$ cat config.mk
export PLATFORM = sky130hd
export DESIGN_NAME = cjk_sentence_segmenter_unit
export DESIGN_NICKNAME = d
export VERILOG_FILES = /design/src/hw/rtl/cjkseg_pkg.sv /design/src/hw/rtl/cjkseg_front.sv /design/src/hw/rtl/cjkseg_queue.sv /design/src/hw/rtl/cjk_sentence_segmenter_unit.sv
export SDC_FILE = /design/constraint.sdc
export NUM_CORES = 1
export LEC_CHECK = 0
export BUFFER_PORTS_ARGS = -buffer_cell sky130_fd_sc_hd__buf_2
export CAP_MARGIN = 20
export CORE_ASPECT_RATIO = 0.75
export CORE_MARGIN = 3
export CORE_UTILIZATION = 60
export DETAILED_ROUTE_END_ITERATION = 8
export PLACE_DENSITY = 0.8
export REMOVE_ABC_BUFFERS = 1
export SLEW_MARGIN = 10
export SYNTH_ARGS = -nofsm -noshare
export SYNTH_HDL_FRONTEND = slang
export SYNTH_SLANG_ARGS = --single-unit
$ cat constraint.sdc
create_clock -name clk -period 9.3 [get_ports clk]
set_input_delay 0.465 -clock clk [delete_from_list [all_inputs] [get_ports clk]]
set_output_delay 0.465 -clock clk [all_outputs]
set_load 0.005 [all_outputs]
$ cat src/hw/rtl/cjkseg_pkg.sv
`default_nettype none
// ----------------------------------------------------------------------------
// cjkseg_pkg
// Shared types, code point constants and the break decision function for the
// CJK sentence segmenter.
// ----------------------------------------------------------------------------
package cjkseg_pkg;

  localparam int CP_W          = 21;
  localparam int RES_PER_GROUP = 3;
  localparam int QUEUE_DEPTH   = 4;

  typedef logic [CP_W-1:0] cp_t;

  // Code points that take part in break decisions
  localparam cp_t CP_TAB         = 21'h00009;
  localparam cp_t CP_NEWLINE     = 21'h0000A;
  localparam cp_t CP_SPACE       = 21'h00020;
  localparam cp_t CP_IDEO_SPACE  = 21'h03000;
  localparam cp_t CP_IDEO_STOP   = 21'h03002;
  localparam cp_t CP_FW_QUESTION = 21'h0FF1F;
  localparam cp_t CP_FW_EXCLAIM  = 21'h0FF01;
  localparam cp_t CP_FW_SEMI     = 21'h0FF1B;
  localparam cp_t CP_FW_COLON    = 21'h0FF1A;
  localparam cp_t CP_FW_COMMA    = 21'h0FF0C;
  localparam cp_t CP_ELLIPSIS    = 21'h02026;

  typedef enum logic [1:0] {
    MODE_BODY  = 2'd0,
    MODE_PUNCT = 2'd1,
    MODE_SPACE = 2'd2
  } mode_t;

  typedef enum logic [1:0] {
    BRK_NONE  = 2'd0,
    BRK_PUNCT = 2'd1,
    BRK_SPACE = 2'd2
  } brk_t;

  typedef struct packed {
    cp_t  code_point;
    logic end_of_text;
  } in_item_t;

  typedef struct packed {
    cp_t  out_code_point;
    logic segment_end;
  } out_item_t;

  // One request's worth of results, oldest in slot 0
  typedef struct packed {
    logic [1:0]                    n;
    out_item_t [RES_PER_GROUP-1:0] res;
  } group_t;

  typedef struct packed {
    logic  opens;
    mode_t mode;
    logic  nonempty;
  } decide_t;

  function automatic logic is_run_punct(cp_t c);
    return c == CP_IDEO_STOP || c == CP_FW_QUESTION || c == CP_FW_EXCLAIM ||
           c == CP_FW_SEMI || c == CP_FW_COLON || c == CP_ELLIPSIS ||
           c == CP_FW_COMMA;
  endfunction

  function automatic logic is_space_run(cp_t c);
    return c == CP_SPACE || c == CP_TAB || c == CP_NEWLINE || c == CP_IDEO_SPACE;
  endfunction

  // Decide whether ch opens a new segment, given two code points of lookahead
  function automatic decide_t decide(mode_t mode, logic ne, cp_t ch, cp_t nx, cp_t n2);
    decide_t r;
    brk_t    brk;
    logic    hold;
    r.opens    = 1'b0;
    r.mode     = mode;
    r.nonempty = ne;
    brk        = BRK_NONE;
    hold       = (mode == MODE_PUNCT && is_run_punct(ch)) ||
                 (mode == MODE_SPACE && is_space_run(ch));
    if (!hold) begin
      if (mode != MODE_BODY) begin
        r.mode     = MODE_BODY;
        r.nonempty = 1'b0;
      end
      if (ch == CP_IDEO_STOP || ch == CP_FW_QUESTION || ch == CP_FW_EXCLAIM ||
          ch == CP_ELLIPSIS) begin
        brk = BRK_PUNCT;
      end else if (ch == CP_FW_COMMA && nx == CP_FW_COMMA) begin
        brk = BRK_PUNCT;
      end else if (ch == CP_NEWLINE || ch == CP_TAB) begin
        brk = BRK_SPACE;
      end else if (ch == CP_SPACE || ch == CP_IDEO_SPACE) begin
        if (nx == CP_NEWLINE) begin
          if (n2 == CP_SPACE || n2 == CP_TAB || n2 == CP_NEWLINE) brk = BRK_SPACE;
        end else if (nx == CP_SPACE || nx == CP_TAB) begin
          brk = BRK_SPACE;
        end
      end
      r.opens = !r.nonempty || brk == BRK_SPACE;
      case (brk)
        BRK_PUNCT: r.mode = MODE_PUNCT;
        BRK_SPACE: r.mode = MODE_SPACE;
        default:   r.nonempty = 1'b1;
      endcase
    end
    return r;
  endfunction

endpackage
`default_nettype wire

$ cat src/hw/rtl/cjkseg_front.sv
`default_nettype none
// ----------------------------------------------------------------------------
// cjkseg_front
// Lookahead window and segment state; decides break flags and turns each
// accepted request into a group of zero to three results.
// ----------------------------------------------------------------------------
module cjkseg_front (
  input  wire                     clk,
  input  wire                     rst_n,
  input  wire                     accept,
  input  cjkseg_pkg::in_item_t    item,
  output logic                    grp_push,
  output cjkseg_pkg::group_t      grp
);

  // Window and segment state
  logic [1:0]          cnt_r, cnt_nxt;
  logic                pvalid_r, pvalid_nxt;
  cjkseg_pkg::mode_t   mode_r, mode_nxt;
  logic                ne_r, ne_nxt;
  cjkseg_pkg::cp_t     la0_r, la0_nxt;
  cjkseg_pkg::cp_t     la1_r, la1_nxt;
  cjkseg_pkg::cp_t     pend_r, pend_nxt;

  logic                eot;
  cjkseg_pkg::cp_t     nx_a;
  cjkseg_pkg::cp_t     n2_a;
  cjkseg_pkg::decide_t d_a;
  cjkseg_pkg::decide_t d_b;
  cjkseg_pkg::out_item_t [2:0] cand;
  logic [2:0]          cand_v;
  logic [1:0]          k;

  assign eot  = item.end_of_text || item.code_point == '0;
  assign nx_a = (!eot || cnt_r == 2'd2) ? la1_r : '0;
  assign n2_a = eot ? '0 : item.code_point;
  assign d_a  = cjkseg_pkg::decide(mode_r, ne_r, la0_r, nx_a, n2_a);
  // second decision of an end-of-text flush with a full window
  assign d_b  = cjkseg_pkg::decide(d_a.mode, d_a.nonempty, la1_r, '0, '0);

  // Candidate results in emit order
  always_comb begin
    cand[0] = '{out_code_point: pend_r, segment_end: d_a.opens};
    cand[1] = '{out_code_point: la0_r, segment_end: 1'b1};
    cand[2] = '{out_code_point: la1_r, segment_end: 1'b1};
    cand_v  = 3'b000;
    if (!eot) begin
      cand_v[0] = pvalid_r && cnt_r == 2'd2;
    end else begin
      case (cnt_r)
        2'd0: begin
          cand[0].segment_end = 1'b1;
          cand_v = {2'b00, pvalid_r};
        end
        2'd1: begin
          cand_v = {2'b01, pvalid_r};
        end
        2'd2: begin
          cand[1].segment_end = d_b.opens;
          cand_v = {2'b11, pvalid_r};
        end
        default: cand_v = 3'b000;
      endcase
    end
  end

  // Pack valid candidates into the low slots
  always_comb begin
    grp = '0;
    k   = 2'd0;
    for (int i = 0; i < cjkseg_pkg::RES_PER_GROUP; i++) begin
      if (cand_v[i]) begin
        grp.res[k] = cand[i];
        k = k + 2'd1;
      end
    end
    grp.n    = k;
    grp_push = accept && k != 2'd0;
  end

  // Next state
  always_comb begin
    cnt_nxt    = cnt_r;
    pvalid_nxt = pvalid_r;
    mode_nxt   = mode_r;
    ne_nxt     = ne_r;
    la0_nxt    = la0_r;
    la1_nxt    = la1_r;
    pend_nxt   = pend_r;
    if (accept) begin
      if (eot) begin
        cnt_nxt    = 2'd0;
        pvalid_nxt = 1'b0;
        mode_nxt   = cjkseg_pkg::MODE_BODY;
        ne_nxt     = 1'b0;
      end else if (cnt_r == 2'd0) begin
        la0_nxt = item.code_point;
        cnt_nxt = 2'd1;
      end else if (cnt_r == 2'd1) begin
        la1_nxt = item.code_point;
        cnt_nxt = 2'd2;
      end else begin
        mode_nxt   = d_a.mode;
        ne_nxt     = d_a.nonempty;
        pend_nxt   = la0_r;
        pvalid_nxt = 1'b1;
        la0_nxt    = la1_r;
        la1_nxt    = item.code_point;
        cnt_nxt    = 2'd2;
      end
    end
  end

  // Control state
  always_ff @(posedge clk) begin
    if (!rst_n) begin
      cnt_r    <= 2'd0;
      pvalid_r <= 1'b0;
      mode_r   <= cjkseg_pkg::MODE_BODY;
      ne_r     <= 1'b0;
    end else begin
      cnt_r    <= cnt_nxt;
      pvalid_r <= pvalid_nxt;
      mode_r   <= mode_nxt;
      ne_r     <= ne_nxt;
    end
  end

  // Held code points
  always_ff @(posedge clk) begin
    la0_r  <= la0_nxt;
    la1_r  <= la1_nxt;
    pend_r <= pend_nxt;
  end

endmodule
`default_nettype wire

$ cat src/hw/rtl/cjkseg_queue.sv
`default_nettype none
// ----------------------------------------------------------------------------
// cjkseg_queue
// Group queue between front and output; hands out one result per pop,
// stepping through the slots of the head group.
// ----------------------------------------------------------------------------
module cjkseg_queue #(
  parameter int DEPTH = cjkseg_pkg::QUEUE_DEPTH
) (
  input  wire                      clk,
  input  wire                      rst_n,
  input  wire                      push,
  input  cjkseg_pkg::group_t       grp,
  input  wire                      pop,
  output logic                     full,
  output logic                     empty,
  output cjkseg_pkg::out_item_t    result
);

  localparam int PW = (DEPTH > 1) ? $clog2(DEPTH) : 1;
  localparam int CW = $clog2(DEPTH + 1);

  cjkseg_pkg::group_t mem [DEPTH];

  logic [PW-1:0] head_r, head_nxt;
  logic [PW-1:0] tail_r, tail_nxt;
  logic [CW-1:0] count_r, count_nxt;
  logic [1:0]    sub_r, sub_nxt;
  logic          do_pop;
  logic          grp_done;

  assign full     = count_r == CW'(DEPTH);
  assign empty    = count_r == '0;
  assign result   = mem[head_r].res[sub_r];
  assign do_pop   = pop && !empty;
  assign grp_done = do_pop && (sub_r + 2'd1) == mem[head_r].n;

  // Pointer and count update
  always_comb begin
    tail_nxt  = tail_r;
    head_nxt  = head_r;
    sub_nxt   = sub_r;
    count_nxt = count_r;
    if (push) begin
      tail_nxt = (tail_r == PW'(DEPTH - 1)) ? '0 : tail_r + 1'b1;
    end
    if (grp_done) begin
      head_nxt = (head_r == PW'(DEPTH - 1)) ? '0 : head_r + 1'b1;
      sub_nxt  = 2'd0;
    end else if (do_pop) begin
      sub_nxt = sub_r + 2'd1;
    end
    if (push && !grp_done) begin
      count_nxt = count_r + 1'b1;
    end else if (!push && grp_done) begin
      count_nxt = count_r - 1'b1;
    end
  end

  always_ff @(posedge clk) begin
    if (!rst_n) begin
      head_r  <= '0;
      tail_r  <= '0;
      count_r <= '0;
      sub_r   <= 2'd0;
    end else begin
      head_r  <= head_nxt;
      tail_r  <= tail_nxt;
      count_r <= count_nxt;
      sub_r   <= sub_nxt;
    end
  end

  // Group storage
  always_ff @(posedge clk) begin
    if (push) mem[tail_r] <= grp;
  end

endmodule
`default_nettype wire

$ cat src/hw/rtl/cjk_sentence_segmenter_unit.sv
`default_nettype none
// Released results wait in the group queue (QUEUE_DEPTH groups deep) until popped.
// Throughput: one code point per cycle while in_full is low; an end-of-text request
// drains up to three results, one per cycle while popped, from the group queue.
// in_full rises only when the group queue holds QUEUE_DEPTH undelivered groups.
// Reset: synchronous, active low; clears window, segment state and queue pointers.
// ----------------------------------------------------------------------------
// cjk_sentence_segmenter_unit
// Marks the last code point of each sentence or whitespace segment in a CJK
// code point stream.
// ----------------------------------------------------------------------------
module cjk_sentence_segmenter_unit #(
  parameter int QUEUE_DEPTH = cjkseg_pkg::QUEUE_DEPTH
) (
  input  wire                      clk,
  input  wire                      rst_n,
  input  wire                      in_push,
  input  cjkseg_pkg::in_item_t     in_item,
  output logic                     in_full,
  input  wire                      out_pop,
  output logic                     out_empty,
  output cjkseg_pkg::out_item_t    out_result
);

  logic               accept;
  logic               grp_push;
  cjkseg_pkg::group_t grp;

  assign accept = in_push && !in_full;

  // Front: window and break decisions
  cjkseg_front u_front (
    .clk      (clk),
    .rst_n    (rst_n),
    .accept   (accept),
    .item     (in_item),
    .grp_push (grp_push),
    .grp      (grp)
  );

  // Back: group queue and result output
  cjkseg_queue #(
    .DEPTH (QUEUE_DEPTH)
  ) u_queue (
    .clk    (clk),
    .rst_n  (rst_n),
    .push   (grp_push),
    .grp    (grp),
    .pop    (out_pop),
    .full   (in_full),
    .empty  (out_empty),
    .result (out_result)
  );

endmodule
`default_nettype wire

* Word-level counts from Yosys, hierarchy flattened
Memories as Yosys holds them, arrays and structs flattened. A register that Yosys moved wholly into a read port is not among the register bits.
Cells that the tools add are included.
** Operators by class
- Add/sub/neg operators :: 7
- Order comparisons :: 5
- Equal/unequal tests :: 46
- Muxes and demuxes :: 65
- Bitwise logic cells :: 4
- Reduce and logical (&&, ||, !) cells :: 67
** Operators by type and width (number)
- $eq A21 B16 Y1 const B :: 11
- $eq A21 B4 Y1 const B :: 8
- $bwmux W66 :: 2
- $mux W66 :: 2
- $eq A21 B14 Y1 const B :: 6
- $demux W22 S2 :: 2
- $mux W22 :: 4
- $eq A21 B6 Y1 const B :: 4
- $mux W21 :: 4
- $mux W2 :: 23
- $bmux W22 S2 :: 1
- $logic_or A1 B1 Y1 :: 32
- $logic_not A21 Y1 :: 1
- $mux W3 :: 6
- $mux W1 :: 16
- $eq A2 B2 Y1 const B :: 7
- $logic_and A1 B1 Y1 :: 14
- $eq A2 B1 Y1 const B :: 5
- $pmux W3 S3 :: 1
- $reduce_and A3 Y1 :: 3
- $add A2 B1 Y2 const B :: 4
- $mux W4 :: 2
- $pmux W2 S2 :: 2
- $reduce_bool A2 Y1 :: 4
- other kinds (16) :: 30
** Storage, ports and cells
- Flip-flop bits (word level) :: 78
- Memory bits (writable) :: 272
- Bits of input ports :: 26
- Output and inout port bits :: 24
- Logic and storage cells :: 206
- Memories kept :: 1
** Memory list
- u_queue.mem :: depth 4, bits a word 68, read ports 1, clocked after memory_dff 1, wr ports 1, RTL line cjkseg_queue.sv:23 : cjkseg_pkg::group_t mem [DEPTH];

* Depth between registers and ports, before layout
- Word-level depth :: 32
- Depth in mapped cells :: 18
- Depth with buffers taken out :: 15

* Modules after synthesis
Synthesis repeated with hierarchy kept, for this count alone.
** Unflattened totals
- Cell total of the unflattened synthesis :: 919
- Area total of the unflattened synthesis :: 15157.0 um2
** Modules (own cells, without submodules)
- cjkseg_queue :: instances 1, cells an instance 493, area each 10875.4 um2, seq. area each 8388.0 um2
- cjkseg_front :: instances 1, cells an instance 425, area each 4267.8 um2, seq. area each 2011.9 um2
- cjk_sentence_segmenter_unit :: instances 1, cells an instance 1, area each 13.8 um2, seq. area each 0.0 um2

* Worst setup path before layout
Ideal clock, no wire load.
- Path type :: input to register
- From :: input in_item[20] (netlist bit)
- To :: memory u_queue.mem[0][0] (netlist bit) (enable)
- Library setup time :: 433 ps
- Data arrival time :: 4514 ps
- Required time :: 8867 ps
- Slack :: 4352 ps
- Stages on the path :: 13
- Buffers on the path :: 3
- Cells stage by stage :: nor4_1 -> nand4b_1 -> o21bai_1 -> buf_2 -> nand2_1 -> o211a_1 -> inv_1 -> buf_2 -> ha_1 -> xnor2_1 -> o21ba_2 -> clkbuf_1 -> and2_1
** RTL lines
- start: declaration :: RTL line cjk_sentence_segmenter_unit.sv:18 : input cjkseg_pkg::in_item_t in_item,
- end: declaration :: RTL line cjkseg_queue.sv:23

==> results.md <==
- Status: finished, final reports clean
- Most frequent cells in the layout: edfxtp_1, mux4_2, nand2_1
- Yosys top cell area share: 66.5%
- Worst path top cell family by delay: buffers and inverters
- RSZ-0062 raised after global routing: false
- Fin. Hold Viols: 0
- Main synth FF type: edfxtp_1
- Largest net degree at the start of global routing: 69
- Clk sinks: 352
- Placer Congestion: 0.902
- Initial Util: 62.0%
- Worst-Margin Slew: 1.07 ns
- Final core utilization: 68.5%
- Slew Viols, Final: 0
- HP Start: in_item[14]
- H-tree levels: 1
- ANT nets after route: 0
- Die X: 189 um
- Hold path depth: 1
- Critical path arrival: 5.96 ns
- Library cells used by synthesis: 71
- Max Cap Violations: 0
- Max Fclk: 173 MHz
- Wire per inst: 24.5 um
- Sequential area share after synthesis: 68.7%
- Syn avg cell area: 16.4 um2
- Number of enable flip-flop cells after synthesis: 335
- Dominant cells by area after synthesis: edfxtp_1, mux4_2, dfxtp_1, mux2i_1, mux2_2
- P per Cell Area: 194 nW/um2
- Gr usage total: 24.4%
- Yosys warnings: 0
- First-pass GRT wire length: 50.4 mm
- Slew headroom: 28.3%
- Clock period minus worst slack: 5.78 ns
- FF-to-FF Start: u_front.cnt_r[0]
- CP max stage cell: o211a_1
- Most common cell after layout, fill and taps aside: edfxtp_1
- Nets: 1008
- Vias in the first global route: 8477
- Row count: 49
- Reg2reg setup slack: 4.24 ns
- Async SR Flop Fraction: 0%
- Post-CTS setup buffer count: 0
- Number of gates resized after CTS: 0
- Critical Path Most Common Cell: buf_4
- Startpoint types: input port
- Clock slew at reported path FFs: 0.06 ns
- Synth Cell Area: 15100 um2
- Met2 WL: 15.2 mm
- Fin Setup TNS: 0 ns
- Initial DRC count: 1173
- Via density: 6.40
- Synth area leader: edfxtp_1
- Port Buf Inserts: 49
- CTS Buf Count: 31
- Setup violators final: 0
- Worst Reg2Reg Path Length in Cells: 9
- Crit-path max cell delay: 0.78 ns
- #FFs+latches synth: 352
- Worst Skew: 0.00824 ns
- Critical R2R Capture: u_queue.mem[1][47]
- Die Area: 27200 um2
- Bufs on Longest Clock Path: 3
- GRT overflow: 0
- DRT Pass-1 Iters: 5
- Crit end category: flop
- Hold-fix buffers, CTS: 0
- DRT met1 WL: 13.4 mm
- Root buffer cell: clkbuf_16
- CP Max Fanout: 44
- Layout Area Growth over Synthesis: 10.5%
- Top Metal Used: met4
- DRC Markers: 0
- Final period utilization: 62.1%
- Peak supply drop: 0.168 mV
- WS Path Type: input port to flop
- Via count: 8463
- Share of layout cells above drive strength 1: 22.9%
- Worst EP required: 9.49 ns
- P_leak: 5.71 nW
- Initial antenna violation count: 0
- Syn Inst Count: 922
- CTS tree: yes
- Worst Path Buf+Inv: 4
- Post-Route WL: 32.4 mm
- Core footprint: 24400 um2
- Die Ht: 144 um
- Ordered list of cells on the worst path: buf_2, nor4_1, nand3_1, o21bai_1, buf_4, o21a_1, o211a_1, inv_1, ha_1, xnor2_1, o21ba_2, and2_4, buf_4
- Worst Hold End: u_front.la1_r[13]
- Boundary Pins: 50
- Worst skew pair latency: 0.56 ns
- Met3 WL: 2.89 mm
- Worst hold path type: input port to flop
- Hpwl dp: 20.0 mm
## registers in the layout, summed over array words and instances (netlist names), named ones only
signal            cells
u_queue.mem         272
u_front.pend_r       21
u_queue.sub_r         2
u_front.la0_r        21
u_front.la1_r        21
u_queue.count_r       3
u_front.cnt_r         2
u_queue.tail_r        2
u_front.ne_r          1
u_front.mode_r        2
u_front.pvalid_r      1
u_queue.head_r        2
## final cells by class
class	count	area, um2
tap	331	414
timing repair buffer	64	370
clock buffer	38	832
sequential	352	10400
inverter	37	139
antenna	1	2.50
multi-input combinational	479	4380
clock inverter	20	176
fill	1599	7680
## worst max path at each step
stage                    endpoint  cells past startpoint  slack [ns]   startpoint
2_1_floorplan   u_queue.mem[0][0]                     10        3.76  in_item[20]
3_3_place_gp   u_queue.mem[1][41]                     13        3.24  in_item[15]
3_5_place_dp   u_queue.mem[1][45]                     13        3.08  in_item[15]
4_1_cts        u_queue.mem[1][37]                     13        3.63  in_item[15]
5_1_grt        u_queue.mem[3][16]                     13        3.24  in_item[20]
6_report       u_queue.mem[1][47]                     13        3.52  in_item[15]
## synthesized netlist by cell type (6+ instances only)
master	instances
nand3_1	22
inv_1	37
a31oi_1	24
o21ai_0	13
a22o_1	20
nand2_1	50
and2_1	30
xor2_1	6
mux2i_1	26
ha_1	16
nand2b_1	6
buf_1	10
nor2_1	38
nor3_1	9
mux2_2	18
a21oi_1	10
dfxtp_1	17
clkbuf_1	30
edfxtp_1	335
o22ai_1	26
nor2b_1	9
buf_2	13
mux4_2	68
nor4_1	12
## worst register-to-register path, cell delays in order (launching register included)
cell and delay (ns):
dfxtp_1 0.36, inv_1 0.10, ha_1 0.31, o211a_1 0.85, inv_1 0.71, ha_1 0.53
xnor2_1 0.37, o21ba_2 0.32, and2_4 0.45, buf_4 0.66
## cell families (layout without fill, tap and decap cells)
family,after synthesis,after routing,share of synthesized area (%)
buf+inv,91,159,2.42
compound gates,123,123,5.89
xor+xnor,9,9,0.521
fa+ha+maj,17,17,1.46
other cells,0,1,0
simple gates,218,218,7.79
mux,112,112,13.2
flops,352,352,68.7
## per-layer routing
layer,vias to the layer above,track usage (%)
li1,3744,-
met1,4236,35.2
met2,421,39.2
met3,62,5.05
met4,0,6.38
met5,-,0
## report_power, final
part	internal [mW]	switching (mW)
registers	1.76	0.0347
logic	0.0866	0.101
clock network	0.718	0.550
## through the flow
step	hold WS [ns]	power (mW)	std cells	area [um2]	setup WS, ns
2_1_floorplan	0.472	1.94	868	14900	3.76
3_3_place_gp	0.493	2.01	1262	15700	3.24
3_5_place_dp	0.498	2.01	1262	15700	3.08
4_1_cts	0.0862	3.26	1320	16700	3.63
5_1_grt	0.0967	3.35	1321	16700	3.24
6_report	0.110	3.25	1322	16700	3.52
Power figures use the tool's default switching activity.
